==> config.mk <==
export PLATFORM = sky130hd
export DESIGN_NAME = event_ring_dequeue_tracker
export DESIGN_NICKNAME = d
export VERILOG_FILES = /design/src/rtl/erdt_pkg.sv /design/src/rtl/event_ring_dequeue_tracker.sv
export VERILOG_INCLUDE_DIRS = /design/src /design/src/rtl
export SDC_FILE = /design/constraint.sdc
export NUM_CORES = 1
export LEC_CHECK = 0
export ABC_CLOCK_PERIOD_IN_PS = 5200
export BUFFER_PORTS_ARGS = -buffer_cell sky130_fd_sc_hd__clkbuf_2
export CAP_MARGIN = 20
export CORE_MARGIN = 2
export CORE_UTILIZATION = 56
export CTS_BUF_LIST = sky130_fd_sc_hd__clkbuf_4 sky130_fd_sc_hd__clkbuf_8
export DETAILED_ROUTE_END_ITERATION = 10
export GPL_TIMING_DRIVEN = 0
export PLACE_DENSITY = 0.89
export SYNTH_ARGS = -nofsm -noshare
export SYNTH_HDL_FRONTEND = slang
export SYNTH_SLANG_ARGS = --single-unit
==> constraint.sdc <==
create_clock -name aclk -period 5.2 [get_ports aclk]
set_input_delay 0.52 -clock aclk [delete_from_list [all_inputs] [get_ports aclk]]
set_output_delay 0.52 -clock aclk [all_outputs]
set_load 0.01 [all_outputs]
==> src/rtl/assert_macros.svh <==
// Assertion macros used by the tracker RTL.
`ifndef ASSERT_MACROS_SVH
`define ASSERT_MACROS_SVH

// Check an implication on every clock edge outside reset.
`define ASSERT_IMPLY(label, ante, cons, msg) \
    label: assert property (@(posedge aclk) disable iff (!aresetn) (ante) |-> (cons)) \
        else $error(msg);

// Check that the consequent holds in the cycle after the antecedent, outside reset.
`define ASSERT_NEXT(label, ante, cons, msg) \
    label: assert property (@(posedge aclk) disable iff (!aresetn) (ante) |=> (cons)) \
        else $error(msg);

`endif

==> src/rtl/erdt_pkg.sv <==
// Types and constants of the event ring dequeue tracker.
package erdt_pkg;

    localparam int MAX_SEGMENTS_DEF        = 8;
    localparam int ENTRIES_PER_SEGMENT_DEF = 256;
    localparam int ENTRIES_PER_SEGMENT_MAX = 4096;

    localparam int CODE_W    = 8;
    localparam int CNT_W     = 4;
    localparam int SEG_OUT_W = 3;
    localparam int OFF_OUT_W = 8;
    localparam int PADDR_W   = 3;
    localparam int PDATA_W   = 32;

    localparam logic CMD_CHECK   = 1'b0;
    localparam logic CMD_ADVANCE = 1'b1;

    // Register index taken from paddr[2].
    localparam logic REG_SEGMENT_COUNT = 1'b0;

    localparam logic [CNT_W-1:0] SEGMENT_COUNT_RST = 4'd1;

    typedef struct packed {
        logic                 entry_valid;
        logic [SEG_OUT_W-1:0] segment_index;
        logic [OFF_OUT_W-1:0] entry_offset;
        logic                 cycle_state;
        logic                 reeval_pending;
    } res_t;

endpackage

==> src/rtl/event_ring_dequeue_tracker.sv <==
// Dequeue tracker for the consumer side of a multi-segment event ring.
// Each result is registered in the output register, or in the skid register while m_ready is low.
// Throughput: one item per cycle while s_ready is high; a skid register holds one result while m_ready is low.
// s_ready drops only while both the output and the skid register are full.
// Reset (aresetn low, synchronous): segment 0, offset 0, cycle state 1,
// no re-evaluation pending, every segment on its first pass, segment_count 1.
`include "assert_macros.svh"

module event_ring_dequeue_tracker
    import erdt_pkg::*;
#(
    parameter int MAX_SEGMENTS        = MAX_SEGMENTS_DEF,
    parameter int ENTRIES_PER_SEGMENT = ENTRIES_PER_SEGMENT_DEF
) (
    input  logic                 aclk,
    input  logic                 aresetn,

    input  logic                 psel,
    input  logic                 penable,
    input  logic                 pwrite,
    input  logic [PADDR_W-1:0]   paddr,
    input  logic [PDATA_W-1:0]   pwdata,
    output logic [PDATA_W-1:0]   prdata,
    output logic                 pready,

    input  logic                 s_valid,
    output logic                 s_ready,
    input  logic                 s_cmd,
    input  logic                 s_entry_cycle,
    input  logic [CODE_W-1:0]    s_entry_code,
    input  logic [CODE_W-1:0]    s_next_first_code,
    input  logic                 s_ring_first_cycle,

    output logic                 m_valid,
    input  logic                 m_ready,
    output logic                 m_entry_valid,
    output logic [SEG_OUT_W-1:0] m_segment_index,
    output logic [OFF_OUT_W-1:0] m_entry_offset,
    output logic                 m_cycle_state,
    output logic                 m_reeval_pending
);

    localparam int SEG_W = (MAX_SEGMENTS > 1) ? $clog2(MAX_SEGMENTS) : 1;
    localparam int OFF_W = $clog2(ENTRIES_PER_SEGMENT);
    localparam logic [OFF_W-1:0] LAST_OFF = OFF_W'(ENTRIES_PER_SEGMENT - 1);
    localparam logic [CNT_W-1:0] MAX_CNT  = CNT_W'(MAX_SEGMENTS);

    // configuration
    logic [CNT_W-1:0] seg_cnt_reg;
    logic             cfg_wr;

    // tracker state
    logic [SEG_W-1:0]        seg_reg,    seg_next;
    logic [OFF_W-1:0]        off_reg,    off_next;
    logic                    cycle_reg,  cycle_next;
    logic                    reeval_reg, reeval_next;
    logic [MAX_SEGMENTS-1:0] marks_reg,  marks_next;

    // output side
    res_t res_reg, skid_reg, res_new;
    logic m_valid_reg,    m_valid_next;
    logic skid_valid_reg, skid_valid_next;

    logic             s_xfer, m_xfer;
    logic [CNT_W-1:0] active_cnt;
    logic [SEG_W:0]   seg_inc;
    logic             at_last_seg;
    logic             next_fresh;
    logic             chk_valid;
    logic [SEG_W+SEG_OUT_W-1:0] seg_ext;
    logic [OFF_W+OFF_OUT_W-1:0] off_ext;

    // ---------------- configuration port ----------------
    assign pready = 1'b1;
    assign cfg_wr = psel && penable && pwrite && pready && (paddr[2] == REG_SEGMENT_COUNT);

    always_comb begin
        prdata = '0;
        if (paddr[2] == REG_SEGMENT_COUNT) begin
            prdata = {{(PDATA_W-CNT_W){1'b0}}, seg_cnt_reg};
        end
    end

    always_ff @(posedge aclk) begin
        if (!aresetn) begin
            seg_cnt_reg <= SEGMENT_COUNT_RST;
        end else if (cfg_wr) begin
            seg_cnt_reg <= pwdata[CNT_W-1:0];
        end
    end

    // ---------------- step logic ----------------
    assign s_ready = !skid_valid_reg;
    assign s_xfer  = s_valid && s_ready;
    assign m_xfer  = m_valid_reg && m_ready;

    always_comb begin
        active_cnt = seg_cnt_reg;
        if (active_cnt == '0) begin
            active_cnt = 4'd1;
        end
        if (active_cnt > MAX_CNT) begin
            active_cnt = MAX_CNT;
        end
    end

    assign seg_inc     = {1'b0, seg_reg} + 1'b1;
    assign at_last_seg = (CNT_W'(seg_inc) >= active_cnt);
    assign next_fresh  = marks_reg[seg_inc[SEG_W-1:0]] && (s_next_first_code == '0);
    assign chk_valid   = !reeval_reg &&
                         (marks_reg[seg_reg] ? (s_entry_code != '0)
                                             : (s_entry_cycle == cycle_reg));

    always_comb begin
        seg_next    = seg_reg;
        off_next    = off_reg;
        cycle_next  = cycle_reg;
        reeval_next = reeval_reg;
        marks_next  = marks_reg;
        if (s_xfer && s_cmd == CMD_ADVANCE) begin
            reeval_next = 1'b0;
            priority if (off_reg != LAST_OFF) begin
                off_next = off_reg + 1'b1;
            end else if (!at_last_seg && !next_fresh) begin
                marks_next[seg_reg] = 1'b0;
                seg_next = seg_inc[SEG_W-1:0];
                off_next = '0;
            end else if (!at_last_seg && (s_ring_first_cycle == cycle_reg)) begin
                // fresh segment not yet written: hold position, re-evaluate later
                reeval_next = 1'b1;
            end else begin
                marks_next[seg_reg] = 1'b0;
                seg_next   = '0;
                off_next   = '0;
                cycle_next = !cycle_reg;
            end
        end
    end

    assign seg_ext = {{SEG_OUT_W{1'b0}}, seg_next};
    assign off_ext = {{OFF_OUT_W{1'b0}}, off_next};

    always_comb begin
        res_new.entry_valid    = (s_cmd == CMD_CHECK) ? chk_valid : 1'b0;
        res_new.segment_index  = seg_ext[SEG_OUT_W-1:0];
        res_new.entry_offset   = off_ext[OFF_OUT_W-1:0];
        res_new.cycle_state    = cycle_next;
        res_new.reeval_pending = reeval_next;
    end

    always_ff @(posedge aclk) begin
        if (!aresetn) begin
            seg_reg    <= '0;
            off_reg    <= '0;
            cycle_reg  <= 1'b1;
            reeval_reg <= 1'b0;
            marks_reg  <= '1;
        end else begin
            seg_reg    <= seg_next;
            off_reg    <= off_next;
            cycle_reg  <= cycle_next;
            reeval_reg <= reeval_next;
            marks_reg  <= marks_next;
        end
    end

    // ---------------- output register and skid ----------------
    always_comb begin
        m_valid_next    = m_valid_reg;
        skid_valid_next = skid_valid_reg;
        if (m_xfer || !m_valid_reg) begin
            m_valid_next    = skid_valid_reg || s_xfer;
            skid_valid_next = 1'b0;
        end else if (s_xfer) begin
            skid_valid_next = 1'b1;
        end
    end

    always_ff @(posedge aclk) begin
        if (!aresetn) begin
            m_valid_reg    <= 1'b0;
            skid_valid_reg <= 1'b0;
        end else begin
            m_valid_reg    <= m_valid_next;
            skid_valid_reg <= skid_valid_next;
        end
    end

    always_ff @(posedge aclk) begin
        if (m_xfer || !m_valid_reg) begin
            // drain the skid first, else load the fresh result
            res_reg <= skid_valid_reg ? skid_reg : res_new;
        end
        if (s_xfer && m_valid_reg && !m_xfer) begin
            skid_reg <= res_new;
        end
    end

    assign m_valid          = m_valid_reg;
    assign m_entry_valid    = res_reg.entry_valid;
    assign m_segment_index  = res_reg.segment_index;
    assign m_entry_offset   = res_reg.entry_offset;
    assign m_cycle_state    = res_reg.cycle_state;
    assign m_reeval_pending = res_reg.reeval_pending;

    // ---------------- assertions ----------------
    `ASSERT_IMPLY(a_skid_needs_out, skid_valid_reg, m_valid_reg, "skid full while output empty")
    `ASSERT_IMPLY(a_reeval_holds_pos, $rose(reeval_reg), $stable(seg_reg) && $stable(off_reg) && $stable(cycle_reg), "deferred advance moved the position")
    `ASSERT_IMPLY(a_wrap_to_start, cycle_reg != $past(cycle_reg), seg_reg == '0 && off_reg == '0, "cycle state toggled away from ring start")
    `ASSERT_NEXT(a_out_hold, m_valid_reg && !m_ready, m_valid_reg && $stable(res_reg), "stalled result changed")

endmodule

==> results.md <==
| Item | Reported | Unit |
|:---|:---|:---|
| RSZ-0062 raised after global routing | false | - |
| H-tree lvl count | 2 | - |
| Endpoint required time on the critical path | 5.30 | ns |
| F_max | 0.3227 | GHz |
| Largest stage delay, worst path | 0.50 | ns |
| Via count | 2634 | - |
| Area used by multi-input combinational logic | 1486 | um^2 |
| Kind of start point of the critical path | flop | - |
| Post-synthesis cell count | 317 | - |
| Detailed Route WL | 6661 | um |
| Placer's final routability congestion estimate | 0.8798 | - |
| Hold-fix buffers at CTS | 0 | - |
| Max Root-Sink Buffers | 2 | - |
| Number of diodes | 0 | - |
| Final cell count without fillers | 475 | - |
| Critical path cell sequence | clkbuf_1 > inv_1 > nor3_1 > ha_1 > o21ai_0 > nand2b_1 > a21boi_2 > a21oi_1 > o31ai_1 | - |
| Area of the die | 6117 | um^2 |
| Met2 Resource Use GR | 36.38 | % |
| Yosys top cell area share | 27.26 | % |
| Count of filler cells inserted in the layout | 436 | - |
| Largest cells by area after synthesis | sky130_fd_sc_hd__edfxtp_1, sky130_fd_sc_hd__dfxtp_1, sky130_fd_sc_hd__buf_4, sky130_fd_sc_hd__mux2i_1, sky130_fd_sc_hd__nand2_1 | - |
| Main synth FF type | sky130_fd_sc_hd__edfxtp_1 | - |
| Simple-Gate Fraction of Synth Area | 20.69 | % |
| Number of antenna violations at the first check in global routing | 0 | - |
| Die height | 78.21 | um |
| Synth Area in Adders | 2.434 | % |
| Number of search-and-repair iterations in the first detailed-routing pass | 5 | - |
| Clock tree from TritonCTS | built | - |
| First-pass GRT wire length | 10970 | um |
| Ratio of routed vias to standard cells | 5.545 | - |
| Cell Rows | 27 | - |
| Met1 routing resource usage after global routing | 31.34 | % |
| Power Density | 217.2 | nW/um^2 |
| Max-cap violations | 0 | - |
| Post CTS Setup Buffer Count | 0 | - |
| Total standard cell area after synthesis | 3084 | um^2 |
| Final core area utilization | 67.11 | % |
| Width of the chip | 78.21 | um |
| Buf/Inv on CP | 2 | - |
| Result of the run | complete, no violations | - |
| Post-synth EDFFs | 28 | - |
| Final nets | 469 | - |
| CTS Buf Count | 5 | - |
| Final routed DRC violation total | 0 | - |
| Placed Instance Area | 3537 | um^2 |
| Post-DP HPWL | 5083 | um |
| Tightest slew margin relative to the limit | 46.39 | % |
| Xor-xnor portion of the synthesized cell area | 1.136 | % |
| Count of unique library cells instantiated by Yosys | 55 | - |
| Cell type with the highest aggregate area in the netlist | sky130_fd_sc_hd__edfxtp_1 | - |
| Insertion delay to the later sink of the worst-skew pair | 0.30 | ns |
| Share of post-route cells with drive strength above 1 | 25.06 | % |
| Root cell of the clock tree | sky130_fd_sc_hd__clkbuf_8 | - |
| Number of placed cells counting well taps | 466 | - |
| Largest net degree at the start of global routing | 18 | - |
| Cell family with most CP delay | compound AO/OA/AOI/OAI gates | - |
| Starting Density | 57.06 | % |
| GRT Residual Overflow | 0 | - |
| Clock sink count | 55 | - |
| Max FFs per register | 14 | - |
| IO Port Bufs | 49 | - |
| Standard cell core area | 5405 | um^2 |
| Worst EP arrival | 3.20 | ns |
| Post-synthesis compound-gate area fraction | 14.77 | % |
| Quantity of gates resized following cts | 0 | - |
| Routed wire length per instance | 14.02 | um |
| Class of the most critical hold timing path | in2reg | - |
| Maximum net fanout on the critical path | 10 | - |
| Count of warnings emitted by yosys | 0 | - |
| Via count of the first global-routing pass | 2278 | - |
| FF/Latch Area | 1381 | um^2 |
| Global-route total usage across every layer | 22.40 | % |
| DRC violation total after the first TritonRoute iteration | 256 | - |
| #FFs+latches synth | 55 | - |
| Pwr Total | 787.9 | uW |
| Clock period minus worst slack | 3.099 | ns |
| Register area share after synthesis | 44.79 | % |
| CP Capture Type | flop | - |
| Crit-path slowest cell | sky130_fd_sc_hd__a21boi_2 | - |
| Clk pin slew, worst setup/hold paths | 0.09 | ns |
| Skew final | 0.006942 | ns |
| Static leakage | 1.585 | nW |
| Pin slew with the least headroom to its limit | 0.8042 | ns |
| Combinational family with the most area after synthesis | simple AND/OR/NAND/NOR gates | - |
| Fraction of synthesized area in multiplexers | 5.477 | % |
| Final instance area | 3627 | um^2 |
| Async SR Flop Fraction | 0 | % |
| Final hold violations | 0 | - |
| Critical setup path kind | reg2reg | - |
| Antenna violation net count after detailed routing | 0 | - |
| Tcrit/Tclk final | 59.60 | % |
| Number of setup violations in the final report | 0 | - |
| Global-route track usage on met3 | 3.678 | % |
| Mean cell area of the mapped netlist | 9.729 | um^2 |
| Busiest grt layer | met2 | - |
| IR drop worst, VDD | 0.0001232 | V |
| Number of pins exceeding their max-slew limit in the final report | 0 | - |
| Total negative setup slack | 0 | ns |
| Layout overhead on the synthesized area | 17.61 | % |
| Number of placed I/O pins | 110 | - |
cells in the mapped netlist (6+ instances only):
cell and n:
sky130_fd_sc_hd__clkbuf_1 9, sky130_fd_sc_hd__a32oi_1 7, sky130_fd_sc_hd__nor3_1 6, sky130_fd_sc_hd__dfxtp_1 27
sky130_fd_sc_hd__o21ai_0 14, sky130_fd_sc_hd__buf_4 29, sky130_fd_sc_hd__nand2_1 24, sky130_fd_sc_hd__nor4_1 6
sky130_fd_sc_hd__nor2b_1 12, sky130_fd_sc_hd__nand3_1 6, sky130_fd_sc_hd__ha_1 6, sky130_fd_sc_hd__nor2_1 24
sky130_fd_sc_hd__a31oi_1 7, sky130_fd_sc_hd__a21oi_1 8, sky130_fd_sc_hd__mux2i_1 9, sky130_fd_sc_hd__edfxtp_1 28
sky130_fd_sc_hd__inv_1 14, sky130_fd_sc_hd__nor3b_1 6
layout make-up:
| type | count | share of cell area, % |
|---|---|---|
| multi-input combinational | 233 | 40.98 |
| tap | 72 | 2.484 |
| timing repair buffer | 51 | 7.209 |
| clock inverter | 2 | 0.2415 |
| clock buffer | 6 | 2.104 |
| sequential | 55 | 38.08 |
| inverter | 15 | 1.552 |
| buffer | 41 | 7.347 |
final timing paths:
| kind | cells after the start | from | slack (ns) | end |
|---|---|---|---|---|
| max | 9 | seg_reg[2]$_SDFF_PN0_ | 2.10 | m_segment_index[2]$_DFFE_PP_ |
| min | 3 | pwdata[0] | 0.45 | seg_cnt_reg[0]$_SDFFE_PN1P_ |
| max reg2reg | 9 | seg_reg[2]$_SDFF_PN0_ | 2.10 | m_segment_index[2]$_DFFE_PP_ |
| min reg2reg | 2 | marks_reg[0]$_SDFFE_PN1P_ | 0.47 | marks_reg[0]$_SDFFE_PN1P_ |
worst reg2reg max path, cell delays in order (launching register included):
cell,delay (ns)
sky130_fd_sc_hd__dfxtp_1,0.35
sky130_fd_sc_hd__clkbuf_1,0.31
sky130_fd_sc_hd__inv_1,0.21
sky130_fd_sc_hd__nor3_1,0.31
sky130_fd_sc_hd__ha_1,0.28
sky130_fd_sc_hd__o21ai_0,0.10
sky130_fd_sc_hd__nand2b_1,0.16
sky130_fd_sc_hd__a21boi_2,0.50
sky130_fd_sc_hd__a21oi_1,0.33
sky130_fd_sc_hd__o31ai_1,0.36
cell families (layout without fill, tap and decap cells):
group,Yosys count,count (layout)
other,2,29
XOR/XNOR,4,4
AO/OA/AOI/OAI,63,63
flip-flops,55,55
buffers and inverters,56,115
AND/OR/NAND/NOR,117,117
multiplexers,14,14
adder cells (fa/ha/maj),6,6
cell usage in the layout (no fill, tap or decap), drive strengths merged, types with 4 or more instances in the layout:
master / Yosys / layout
a21boi: 4 / 4
nand2: 24 / 24
a31oi: 7 / 7
dfxtp: 27 / 27
a41oi: 5 / 5
nand4: 5 / 5
nor3: 6 / 6
mux2i: 9 / 9
a32oi: 7 / 7
or4: 4 / 4
and2: 6 / 6
inv: 14 / 14
ha: 6 / 6
nand3: 7 / 7
nor4: 6 / 6
edfxtp: 28 / 28
buf: 31 / 33
nor2b: 12 / 12
a21oi: 9 / 9
clkbuf: 10 / 65
nor2: 24 / 24
conb: 2 / 29
nor3b: 6 / 6
o21ai: 14 / 14
o31ai: 6 / 6
metrics by stage:
stage,hold slack [ns],setup slack (ns)
2_1_floorplan,0.4326,2.669
3_3_place_gp,0.4509,1.815
3_5_place_dp,0.4581,2.248
4_1_cts,0.4551,2.185
5_1_grt,0.4616,1.801
6_report,0.4524,2.101
power breakdown:
group	switching (mW)	internal, mW	leakage, nW
Combinational	0.0481	0.0393	1.04
Clock	0.133	0.0983	0.0460
Sequential	0.00400	0.465	0.503
Total	0.185	0.603	1.58
metal layers:
| layer | vias up | share of wire [%] |
|---|---|---|
| met5 | - | 0 |
| met4 | 0 | 1.3 |
| met3 | 11 | 8.3 |
| met2 | 123 | 48 |
| met1 | 1221 | 43 |
| li1 | 1279 | - |
(Power assumes the default switching activity.)
